--- src/usb_pd_bmc_4b5b_frame_encoder_assert.svh ---
`ifndef USB_PD_BMC_4B5B_FRAME_ENCODER_ASSERT_SVH
`define USB_PD_BMC_4B5B_FRAME_ENCODER_ASSERT_SVH

// same-cycle implication, checked out of reset
`define PDENC_ASSERT_NOW(lbl, a, c) \
  lbl: assert property (@(posedge clk) disable iff (rst) (a) |-> (c)) \
    else $error("pdenc assertion failed");

// next-cycle implication, checked out of reset
`define PDENC_ASSERT_NEXT(lbl, a, c) \
  lbl: assert property (@(posedge clk) disable iff (rst) (a) |=> (c)) \
    else $error("pdenc assertion failed");

`endif

--- src/pdenc_pkg.sv ---
`default_nettype none

package pdenc_pkg;

  localparam int PREAMBLE_BYTES = 16;
  localparam int PRE_CNT_W      = $clog2(PREAMBLE_BYTES + 1);
  localparam int QUEUE_DEPTH    = 4;
  localparam int QPTR_W         = $clog2(QUEUE_DEPTH);
  localparam int QCNT_W         = $clog2(QUEUE_DEPTH + 1);

  localparam logic [7:0]  PREAMBLE_CODE = 8'b10110100;
  localparam logic [9:0]  SYM_MASK      = 10'h3ff;
  localparam logic [9:0]  SYM_TOP       = 10'h200;
  localparam logic [1:0]  HIGH_BITS     = 2'b11;
  localparam logic [31:0] CRC_POLY      = 32'hedb88320;
  localparam logic [31:0] CRC_INIT      = 32'hffffffff;

  localparam logic [3:0] SYM_W    = 4'd10;
  localparam logic [3:0] HIGH_W   = 4'd2;
  localparam logic [3:0] PAD_W    = 4'd8;
  localparam logic [4:0] ACC_ROOM = 5'd16;
  localparam logic [4:0] ACC_MAX  = 5'd25;

  typedef enum logic [2:0] {
    K_SYNC1,
    K_SYNC2,
    K_SYNC3,
    K_RST1,
    K_RST2,
    K_EOP
  } ctrl_sym_t;

  typedef enum logic [2:0] {
    ST_DATA,
    ST_PRE,
    ST_OS,
    ST_CRC,
    ST_EOP,
    ST_HIGH,
    ST_PAD,
    ST_FLUSH
  } back_state_t;

  typedef struct packed {
    logic       first_byte;
    logic       last_byte;
    logic [2:0] sop_kind;
    logic [7:0] data_byte;
  } item_beat_t;

  typedef struct packed {
    logic [7:0] out_byte;
    logic       frame_end;
  } line_beat_t;

  typedef struct packed {
    logic        first_byte;
    logic        last_byte;
    logic [2:0]  sop_kind;
    logic [7:0]  data_byte;
    logic [31:0] crc;
  } entry_t;

  localparam ctrl_sym_t ORDERED_SETS [8][4] = '{
    '{K_SYNC1, K_SYNC1, K_SYNC1, K_SYNC1},
    '{K_SYNC1, K_SYNC1, K_SYNC1, K_SYNC2},
    '{K_SYNC1, K_SYNC1, K_SYNC3, K_SYNC3},
    '{K_SYNC1, K_SYNC3, K_SYNC1, K_SYNC3},
    '{K_SYNC1, K_RST2,  K_RST2,  K_SYNC3},
    '{K_SYNC1, K_RST2,  K_SYNC3, K_SYNC2},
    '{K_RST1,  K_RST1,  K_RST1,  K_RST2},
    '{K_RST1,  K_SYNC1, K_RST1,  K_SYNC3}
  };

  // line codes for a line that was low before the symbol
  localparam logic [9:0] NIBBLE_CODES [16] = '{
    10'h2ab, 10'h34d, 10'h2d3, 10'h12d, 10'h34b, 10'h0b5, 10'h0ab, 10'h355,
    10'h2cb, 10'h135, 10'h12b, 10'h2d5, 10'h14b, 10'h2b5, 10'h153, 10'h2ad
  };

  function automatic logic [9:0] control_code(input ctrl_sym_t k);
    logic [9:0] c;
    unique case (k)
      K_SYNC1: c = 10'h2b3;
      K_SYNC2: c = 10'h2cd;
      K_SYNC3: c = 10'h32b;
      K_RST1:  c = 10'h0d5;
      K_RST2:  c = 10'h14d;
      K_EOP:   c = 10'h0ad;
      default: c = 10'h0ad;
    endcase
    return c;
  endfunction

  function automatic logic [31:0] crc_update(input logic [31:0] crc_in,
                                             input logic [7:0] b);
    logic [31:0] c;
    c = crc_in ^ {24'd0, b};
    for (int i = 0; i < 8; i++) begin
      c = c[0] ? ((c >> 1) ^ CRC_POLY) : (c >> 1);
    end
    return c;
  endfunction

endpackage

`default_nettype wire

--- src/pdenc_queue.sv ---
`default_nettype none

module pdenc_queue
  import pdenc_pkg::*;
(
  input  wire logic   clk,
  input  wire logic   rst,
  input  wire logic   push,
  input  entry_t      wr_entry,
  output logic        full,
  output entry_t      head,
  output logic        head_valid,
  input  wire logic   pop
);

  entry_t              mem [QUEUE_DEPTH];
  logic [QPTR_W-1:0]   wr_ptr;
  logic [QPTR_W-1:0]   rd_ptr;
  logic [QCNT_W-1:0]   fill;

  assign full       = (fill == QCNT_W'(QUEUE_DEPTH));
  assign head_valid = (fill != '0);
  assign head       = mem[rd_ptr];

  always_ff @(posedge clk) begin
    if (push) begin
      mem[wr_ptr] <= wr_entry;
    end
  end

  always_ff @(posedge clk) begin
    if (rst) begin
      wr_ptr <= '0;
      rd_ptr <= '0;
      fill   <= '0;
    end else begin
      if (push) begin
        wr_ptr <= (wr_ptr == QPTR_W'(QUEUE_DEPTH - 1)) ? '0 : wr_ptr + 1'b1;
      end
      if (pop) begin
        rd_ptr <= (rd_ptr == QPTR_W'(QUEUE_DEPTH - 1)) ? '0 : rd_ptr + 1'b1;
      end
      case ({push, pop})
        2'b10:   fill <= fill + 1'b1;
        2'b01:   fill <= fill - 1'b1;
        default: fill <= fill;
      endcase
    end
  end

endmodule

`default_nettype wire

--- src/pdenc_front.sv ---
`default_nettype none

module pdenc_front
  import pdenc_pkg::*;
(
  input  wire logic   clk,
  input  wire logic   rst,
  input  wire logic   item_valid,
  output logic        item_stall,
  input  item_beat_t  item,
  output entry_t      head,
  output logic        head_valid,
  input  wire logic   pop
);

  logic [31:0] crc;
  logic [31:0] crc_base;
  logic [31:0] crc_new;
  logic        full;
  logic        push;
  logic        eff_last;
  entry_t      wr_entry;

  assign item_stall = full;
  assign push       = item_valid && !full;

  // a first beat restarts the frame, so a last flag on it is dropped
  assign eff_last = item.last_byte && !item.first_byte;
  assign crc_base = item.first_byte ? CRC_INIT : crc;
  assign crc_new  = crc_update(crc_base, item.data_byte);

  always_comb begin
    wr_entry.first_byte = item.first_byte;
    wr_entry.last_byte  = eff_last;
    wr_entry.sop_kind   = item.sop_kind;
    wr_entry.data_byte  = item.data_byte;
    wr_entry.crc        = ~crc_new;
  end

  always_ff @(posedge clk) begin
    if (rst) begin
      crc <= CRC_INIT;
    end else if (push) begin
      crc <= eff_last ? CRC_INIT : crc_new;
    end
  end

  pdenc_queue u_queue (
    .clk        (clk),
    .rst        (rst),
    .push       (push),
    .wr_entry   (wr_entry),
    .full       (full),
    .head       (head),
    .head_valid (head_valid),
    .pop        (pop)
  );

endmodule

`default_nettype wire

--- src/pdenc_back.sv ---
`default_nettype none

`include "usb_pd_bmc_4b5b_frame_encoder_assert.svh"

module pdenc_back
  import pdenc_pkg::*;
(
  input  wire logic   clk,
  input  wire logic   rst,
  input  entry_t      head,
  input  wire logic   head_valid,
  output logic        pop,
  output logic        line_valid,
  input  wire logic   line_stall,
  output line_beat_t  line
);

  back_state_t          state;
  back_state_t          state_next;
  logic [2:0]           idx;
  logic [PRE_CNT_W-1:0] pre_cnt;
  logic                 hdr_done;
  logic [31:0]          acc;
  logic [4:0]           count;
  logic                 line_high;

  logic       out_free;
  logic       acc_emit;
  logic       pre_emit;
  logic [4:0] count_ae;
  logic       room;
  logic       start_wait;
  logic       drop;
  logic       flush_end;
  logic       put;
  logic       put_pol;
  logic [9:0] put_code;
  logic [3:0] put_w;
  logic [9:0] put_val;
  logic [3:0] crc_nib;
  logic [3:0] data_nib;

  assign out_free   = !line_valid || !line_stall;
  assign acc_emit   = out_free && (count >= 5'd8) && (state != ST_PRE);
  assign count_ae   = acc_emit ? count - 5'd8 : count;
  assign room       = count_ae < ACC_ROOM;
  assign start_wait = (state == ST_DATA) && head_valid && head.first_byte && !hdr_done;
  assign crc_nib    = 4'(head.crc >> {idx, 2'b00});
  assign data_nib   = idx[0] ? head.data_byte[7:4] : head.data_byte[3:0];
  assign put_val    = put_pol ? (put_code ^ (line_high ? SYM_MASK : '0)) : put_code;

  always_comb begin
    put       = 1'b0;
    put_pol   = 1'b1;
    put_code  = '0;
    put_w     = SYM_W;
    pop       = 1'b0;
    drop      = 1'b0;
    flush_end = 1'b0;
    pre_emit  = 1'b0;
    unique case (state)
      ST_DATA: begin
        if (head_valid) begin
          if (start_wait) begin
            drop = count_ae < 5'd8;
          end else if (room) begin
            put      = 1'b1;
            put_code = NIBBLE_CODES[data_nib];
            pop      = idx[0] && !head.last_byte;
          end
        end
      end
      ST_PRE: begin
        pre_emit = out_free;
      end
      ST_OS: begin
        put      = room;
        put_code = control_code(ORDERED_SETS[head.sop_kind][idx[1:0]]);
      end
      ST_CRC: begin
        put      = room;
        put_code = NIBBLE_CODES[crc_nib];
      end
      ST_EOP: begin
        put      = room;
        put_code = control_code(K_EOP);
      end
      ST_HIGH: begin
        put      = room && !line_high;
        put_pol  = 1'b0;
        put_code = {8'd0, HIGH_BITS};
        put_w    = HIGH_W;
      end
      ST_PAD: begin
        put     = room;
        put_pol = 1'b0;
        put_w   = PAD_W;
      end
      ST_FLUSH: begin
        flush_end = acc_emit && (count_ae < 5'd8);
        pop       = flush_end;
      end
    endcase
  end

  always_comb begin
    state_next = state;
    unique case (state)
      ST_DATA: begin
        if (drop) begin
          state_next = ST_PRE;
        end else if (put && idx[0] && head.last_byte) begin
          state_next = ST_CRC;
        end
      end
      ST_PRE: begin
        if (pre_emit && (pre_cnt == PRE_CNT_W'(PREAMBLE_BYTES - 1))) begin
          state_next = ST_OS;
        end
      end
      ST_OS: begin
        if (put && (idx == 3'd3)) begin
          state_next = ST_DATA;
        end
      end
      ST_CRC: begin
        if (put && (idx == 3'd7)) begin
          state_next = ST_EOP;
        end
      end
      ST_EOP: begin
        if (put) begin
          state_next = ST_HIGH;
        end
      end
      ST_HIGH: begin
        if (line_high || put) begin
          state_next = ST_PAD;
        end
      end
      ST_PAD: begin
        if (put) begin
          state_next = ST_FLUSH;
        end
      end
      ST_FLUSH: begin
        if (flush_end) begin
          state_next = ST_DATA;
        end
      end
    endcase
  end

  always_ff @(posedge clk) begin
    if (rst) begin
      state     <= ST_DATA;
      idx       <= '0;
      pre_cnt   <= '0;
      hdr_done  <= 1'b0;
      acc       <= '0;
      count     <= '0;
      line_high <= 1'b1;
      line_valid  <= 1'b0;
    end else begin
      state <= state_next;
      if (state_next != state || pop) begin
        idx <= '0;
      end else if (put) begin
        idx <= idx + 1'b1;
      end
      if (state != ST_PRE) begin
        pre_cnt <= '0;
      end else if (pre_emit) begin
        pre_cnt <= pre_cnt + 1'b1;
      end
      if (pop) begin
        hdr_done <= 1'b0;
      end else if (state == ST_OS && state_next == ST_DATA) begin
        hdr_done <= 1'b1;
      end
      if (drop || flush_end) begin
        acc       <= '0;
        count     <= '0;
        line_high <= 1'b1;
      end else begin
        acc   <= (acc_emit ? (acc >> 8) : acc)
               | (put ? (32'(put_val) << count_ae[3:0]) : '0);
        count <= count_ae + (put ? {1'b0, put_w} : 5'd0);
        if (put && put_pol) begin
          line_high <= (put_val & SYM_TOP) != '0;
        end
      end
      if (out_free) begin
        line_valid <= acc_emit || pre_emit;
      end
    end
  end

  always_ff @(posedge clk) begin
    if (out_free) begin
      line.out_byte  <= pre_emit ? PREAMBLE_CODE : acc[7:0];
      line.frame_end <= flush_end;
    end
  end

  `PDENC_ASSERT_NOW(a_count_bound, 1'b1, count <= ACC_MAX)
  `PDENC_ASSERT_NOW(a_pre_empty, state == ST_PRE, count == '0)
  `PDENC_ASSERT_NOW(a_pop_valid, pop, head_valid)
  `PDENC_ASSERT_NEXT(a_flush_reset, flush_end, (count == '0) && line_high && (state == ST_DATA))

endmodule

`default_nettype wire

--- src/usb_pd_bmc_4b5b_frame_encoder.sv ---
// A middle beat passes the queue, the bit accumulator and the line output register in turn.
// The byte emitter gives one line byte per cycle unless line_stall holds the output;
// the front keeps taking beats into the queue while the emitter works on earlier ones.
// A 4-entry queue between the front and the byte emitter absorbs line stalls.
// Reset: queue empty, CRC all ones, line high, bit accumulator empty; no clearing pass.
`default_nettype none

module usb_pd_bmc_4b5b_frame_encoder
  import pdenc_pkg::*;
(
  input  wire logic   clk,
  input  wire logic   rst,
  input  wire logic   item_valid,
  output logic        item_stall,
  input  item_beat_t  item,
  output logic        line_valid,
  input  wire logic   line_stall,
  output line_beat_t  line
);

  entry_t head;
  logic   head_valid;
  logic   pop;

  pdenc_front u_front (
    .clk        (clk),
    .rst        (rst),
    .item_valid (item_valid),
    .item_stall (item_stall),
    .item       (item),
    .head       (head),
    .head_valid (head_valid),
    .pop        (pop)
  );

  pdenc_back u_back (
    .clk        (clk),
    .rst        (rst),
    .head       (head),
    .head_valid (head_valid),
    .pop        (pop),
    .line_valid (line_valid),
    .line_stall (line_stall),
    .line       (line)
  );

endmodule

`default_nettype wire
--- config.mk ---
export PLATFORM = sky130hd
export DESIGN_NAME = usb_pd_bmc_4b5b_frame_encoder
export DESIGN_NICKNAME = d
export VERILOG_FILES = /design/src/pdenc_pkg.sv /design/src/pdenc_queue.sv /design/src/pdenc_front.sv /design/src/pdenc_back.sv /design/src/usb_pd_bmc_4b5b_frame_encoder.sv
export VERILOG_INCLUDE_DIRS = /design/src /design/src/src
export SDC_FILE = /design/constraint.sdc
export NUM_CORES = 1
export LEC_CHECK = 0
export BUFFER_PORTS_ARGS = -buffer_cell sky130_fd_sc_hd__buf_2
export CAP_MARGIN = 10
export CORE_MARGIN = 8
export CORE_UTILIZATION = 65
export CTS_BUF_LIST = sky130_fd_sc_hd__clkbuf_4
export DETAILED_ROUTE_END_ITERATION = 16
export PLACE_DENSITY = 0.82
export REMOVE_ABC_BUFFERS = 1
export SYNTH_ARGS = -nofsm -noshare
export SYNTH_HDL_FRONTEND = slang
export SYNTH_SLANG_ARGS = --single-unit
export TNS_END_PERCENT = 1
--- constraint.sdc ---
create_clock -name clk -period 5.4 [get_ports clk]
set_input_delay 0.54 -clock clk [delete_from_list [all_inputs] [get_ports clk]]
set_output_delay 0.54 -clock clk [all_outputs]
set_load 0.005 [all_outputs]
=== Word level (Yosys, flattened, before mapping) ===
Memories as Yosys holds them, arrays and structs flattened. A register that Yosys moved wholly into a read port is not among the register bits.
Index checks and enable logic that the tools add are counted.

* Muxes and demuxes: 63
* Reduce and logical (&&, ||, !) cells: 40
* Add/sub/neg operators: 8
* Shift-type cells: 2
* Bitwise operators: 16
* Order comparisons: 7
* Equal/unequal tests: 21

{| class="wikitable"
|+ Operator list
! cell !! number
|-
| $mux W32 || 12
|-
| $not A13 Y14 || 8
|-
| $pmux W10 S5 || 2
|-
| $mux W10 || 9
|-
| $mux W3 || 11
|-
| $not A32 Y32 || 1
|-
| $or A32 B32 Y32 || 1
|-
| $shl A10 B4 Y32 || 1
|-
| $shr A32 B5 Y4 || 1
|-
| $xor A32 B8 Y32 || 1
|-
| $mux W12 || 2
|-
| $pmux W3 S8 || 1
|-
| $eq A3 B3 Y1 const B || 7
|-
| $logic_and A1 B1 Y1 || 17
|-
| $eq A3 B2 Y1 const B || 5
|-
| $mux W1 || 14
|-
| $ge A5 B5 Y1 const B || 2
|-
| $not A4 Y5 || 2
|-
| $reduce_or A2 Y1 || 5
|-
| $xor A10 B10 Y10 || 1
|-
| $logic_not A3 Y1 || 3
|-
| $mux W2 || 4
|-
| $mux W4 || 2
|-
| $pmux W4 S2 || 1
|-
| other kinds (29) || 44
|}

* Memories kept: 4
* Word-level logic and storage cells: 175
* Bits in read-only memories: 416
* Bits in writable memories: 180
* Bits in registers: 99

{| class="wikitable"
|+ Memory list
! memory !! words !! width !! rd ports !! clocked after memory_dff !! write ports !! line !! RTL
|-
| u_front.u_queue.mem || 4 || 45 || 1 || 1 || 1 || pdenc_queue.sv:16 || <nowiki>entry_t mem [QUEUE_DEPTH];</nowiki>
|-
| (no name shown) || 16 || 10 || 1 || 0 || 0 || pdenc_back.sv:68 || <nowiki>put_code = NIBBLE_CODES[data_nib];</nowiki>
|-
| (no name shown) || 16 || 10 || 1 || 0 || 0 || pdenc_back.sv:82 || <nowiki>put_code = NIBBLE_CODES[crc_nib];</nowiki>
|-
| (no name shown) || 8 || 12 || 1 || 0 || 0 || pdenc_back.sv:78 || <nowiki>put_code = control_code(ORDERED_SETS[head.sop_kind][idx[1:0]]);</nowiki>
|}

=== Depth between registers and ports, before layout ===
* Depth in word-level cells: 19
* Mapped depth: 19

=== Modules after synthesis ===
Synthesis repeated with hierarchy kept, for this count alone.

* Cell total of the unflattened synthesis: 1098
* Area, all modules: 13947.1 um^2

{| class="wikitable"
|+ Modules (own cells, without submodules)
! module !! area each (um^2) !! instances !! cells each
|-
| pdenc_queue || 6994.2 || 1 || 279
|-
| pdenc_back || 4526.8 || 1 || 550
|-
| pdenc_front || 2426.1 || 1 || 269
|}

=== Worst setup path after synthesis ===
No wires, ideal clock.

* Path type: register to register
* Start: reg (tool-made name)
* End: reg u_back.acc[8]
* Path slack: 0.988 ns
* Data arrival time: 4.320 ns
* Stages on the path, launching flop included: 19
* Period minus slack after synthesis: 4.412 ns
* Data required time: 5.308 ns
* Setup time: 0.092 ns
* Path through: dfxtp_1 -> buf_6 -> buf_6 -> buf_4 -> buf_4 -> buf_1 -> mux4_2 -> mux4_2 -> nand2_1 -> nand2_1 -> ha_1 -> nor2_1 -> a22o_1 -> or3_1 -> buf_2 -> mux2i_1 -> a21oi_1 -> o31ai_1 -> o32ai_1

{| class="wikitable"
|+ RTL lines
! item !! line !! RTL
|-
| end signal: assignment || pdenc_back.sv:186 || <nowiki>acc <= (acc_emit ? (acc >> 8) : acc)</nowiki>
|-
| end: declaration || pdenc_back.sv:23 || <nowiki>logic [31:0] acc;</nowiki>
|}

==> key figures <==
Floorplanning
  – I/O pin cnt: 28
  – Core ar.: 20400 µm²
  – Rows: 52
  – Die Width: 160 µm
  – Full die area: 25700 µm²
  – Die Ht: 160 µm
  – Initial core utilization: 66.4%

Drt
  – Via count: 9120
  – Post-DRT Antenna Nets: 0
  – Drt drc: 0
  – Drt pass-1 iters: 6
  – Drt first-iter violations: 917
  – Total Routed Length: 30100 µm
  – Wire length per cell: 20.2 µm
  – Vias/cell: 6.11

STA
  – RSZ-0062 raised after global routing: no
  – Slew HR: 37.0%
  – Fmax: 235 MHz
  – Final count of hold timing violations: 0
  – Worst slew pin tran: 0.938 ns
  – Clk_skew: 0.0451 ns
  – Max-slew violation count: 0
  – Min Hold Slack: 0.0956 ns
  – Period utilization: 78.8%
  – Tmin final: 4.25 ns
  – Final setup viols: 0
  – Final setup TNS: 0 ns

Clock network
  – CTS tree: yes
  – Skew-Pair Late Insertion Delay: 0.68 ns
  – Hold_buf cts: 0
  – Num CTS Buffers: 73
  – Clk pin slew, worst setup/hold paths: 0.06 ns
  – Clock root buffer: clkbuf_4
  – H-tree depth: 3
  – # clock sinks: 280
  – Max clock buf depth: 3
  – # resized after CTS: 0
  – Post-CTS Setup Inserts: 0

Worst setup path
  – R2r worst-path depth: 14
  – Crit end category: flop
  – Crit path DAT: 4.82 ns
  – Crit path max fanout: 29
  – Startpoint Class: flop
  – Req. time, crit path: 5.96 ns
  – Critical path class: flop to flop

Power and ir drop
  – Max VDD drop: 0.308 mV
  – Lkg Pwr: 5.28 nW
  – Power density over the cells: 448 nW/µm²
  – Tot Pwr: 0.00665 W

Yosys
  – Post-Syn Instances: 1107
  – Syn Std Cell Area: 13500 µm²
  – Top cell type's share of synthesized area: 41.9%
  – Synthesized flop and latch total: 280
  – Netlist cell types: 72
  – Ys Warns: 0
  – Main area contributors after synthesis: edfxtp_1 42%, dfxtp_1 13%, mux4_2 6.3%
  – Post-synth top flop: edfxtp_1
  – Number of flops mapped to enable cells by yosys: 189
  – Mean Syn Cell Area: 12.2 µm²
  – Most instantiated library cell after synthesis: edfxtp_1
  – Seq/Total Area, Yosys: 55.4%
  – Post-synth ARST share: 0%
  – Commonest cells post-synth: 189 x edfxtp_1, 98 x nor2_1, 91 x dfxtp_1, 91 x nand2_1, 82 x xnor2_1
  – Cell taking the most area after synthesis: edfxtp_1

Layout
  – Layout Cells excl Fill: 1492
  – Area delta synth->final: 9.75%
  – Nets: 1211
  – Layout cell share with drive strength beyond 1: 18.8%
  – Filler cell count: 1360
  – Cell area after layout: 14800 µm²

Global routing
  – First-pass GRT wire length: 48100 µm
  – Grt total ovfl: 0
  – Largest net degree at the start of global routing: 51
  – Initial antenna violation count: 1
  – Tot GR Track Use: 23.5%
  – Number of global-route vias before repair: 9113

Placed design
  – I/O Buffers: 27
  – Final HPWL DP: 20600 µm
  – GPL Wtd Cong: 0.943
  – Area after DPL: 13900 µm²
  – Placed Cells: 1362

Min path
  – Hold Path Stages: 1
  – Hold Crit Class: input pin to flop

Outcome
  – Status: completed

Job
  – Max-cap violations: 0
==> cells by family after synthesis <==
family / count (synthesis) / synth area share [%]
simple gates: 340 / 12.1
mux: 89 / 10.6
buf+inv: 91 / 2.89
xor+xnor: 108 / 7.05
compound gates: 172 / 9.41
flops: 280 / 55.4
fa+ha+maj: 27 / 2.55
==> through the flow <==
step	util (%)	setup slack [ns]
5_1_grt	72.9	0.668
2_1_floorplan	-	0.481
3_5_place_dp	68.2	1.19
6_report	72.9	1.15
4_1_cts	72.9	1.13
3_3_place_gp	68.2	1.29
==> state kept, by name (all words and copies together), names as in the netlist, 2 cells and up, named ones only <==
name and count:
u_back.pre_cnt 5, u_front.u_queue.mem 180, u_back.state 3, u_front.u_queue.rd_ptr 2, u_front.crc 32, u_front.u_queue.fill 3
u_back.idx 3, u_back.count 4, u_front.u_queue.wr_ptr 2, u_back.line 9, u_back.acc 32
==> where the power goes <==
group          total, W  switching [W]  internal, W
registers       0.00286       0.000142      0.00272
logic           0.00194        0.00122     0.000712
clock network   0.00185       0.000844      0.00101
total           0.00665        0.00221      0.00444
==> final cells by class <==
class / count / area, µm² / area share, %
Sequential cell: 280 / 7500 / 50.5
Inverter: 31 / 116 / 0.784
Clock buffer: 106 / 796 / 5.36
Multi-Input combinational cell: 736 / 5650 / 38.0
Clock inverter: 23 / 163 / 1.10
Antenna cell: 1 / 2.50 / 0.0169
Tap cell: 270 / 338 / 2.28
Timing Repair Buffer: 45 / 283 / 1.90
==> metal layers <==
| metal | share of wire [%] | vias to the layer above | wire, µm | track usage, % |
|---|---|---|---|---|
| met5 | 0 | - | 0 | 0 |
| met4 | 2.0 | 0 | 614 | 9.05 |
| met3 | 7.4 | 47 | 2240 | 5.48 |
| met2 | 48 | 345 | 14400 | 37.2 |
| met1 | 43 | 4466 | 12900 | 31.1 |
| li1 | - | 4262 | - | - |
==> cell usage in the layout, fill, tap and decap left out, drive strengths merged, types with 6 or more instances in the layout <==
| cell | netlist | final |
|---|---|---|
| xnor2 | 83 | 83 |
| nor3 | 11 | 11 |
| nand4 | 8 | 8 |
| nand2 | 91 | 91 |
| o21ai | 20 | 20 |
| clkinv | 2 | 19 |
| mux2i | 36 | 36 |
| nor2 | 98 | 98 |
| inv | 29 | 31 |
| mux2 | 13 | 13 |
| dfxtp | 91 | 91 |
| a31oi | 15 | 15 |
| ha | 26 | 26 |
| nand2b | 42 | 42 |
| buf | 22 | 45 |
| o211ai | 7 | 7 |
| edfxtp | 189 | 189 |
| and3 | 13 | 13 |
| or2 | 7 | 7 |
| clkbuf | 38 | 106 |
| nand3 | 25 | 25 |
| a21o | 13 | 13 |
| o2bb2ai | 17 | 17 |
| xor2 | 25 | 25 |
| o221ai | 6 | 6 |
| a211oi | 6 | 6 |
| o32ai | 8 | 8 |
| o2111ai | 6 | 6 |
| a21oi | 24 | 24 |
| mux4 | 40 | 40 |
| o22ai | 8 | 8 |
| or3 | 10 | 10 |
| and2 | 17 | 17 |
==> path summary, 6_finish.rpt <==
check             startpoint                         end  slack, ns
max                     flop              u_back.acc[21]       1.15
min                  item[9]  u_front.u_queue.mem[3][41]        0.1
max reg2reg             flop              u_back.acc[21]       1.15
min reg2reg  u_back.hdr_done             u_back.hdr_done       0.46
==> worst max-delay path, cell delays in order, from the launching register on <==
cell       delay (ns)
dfxtp_4          0.66
buf_12           0.28
mux4_2           0.58
inv_1            0.13
ha_1             0.25
nand3_1          0.10
mux2i_1          0.21
nor4_1           0.11
nor2_1           0.25
a21boi_0         0.23
nor4_4           0.45
or3_1            0.18
o2111ai_2        0.17
or3_1            0.36
a31oi_1          0.13
Power figures use the tool's default switching activity.
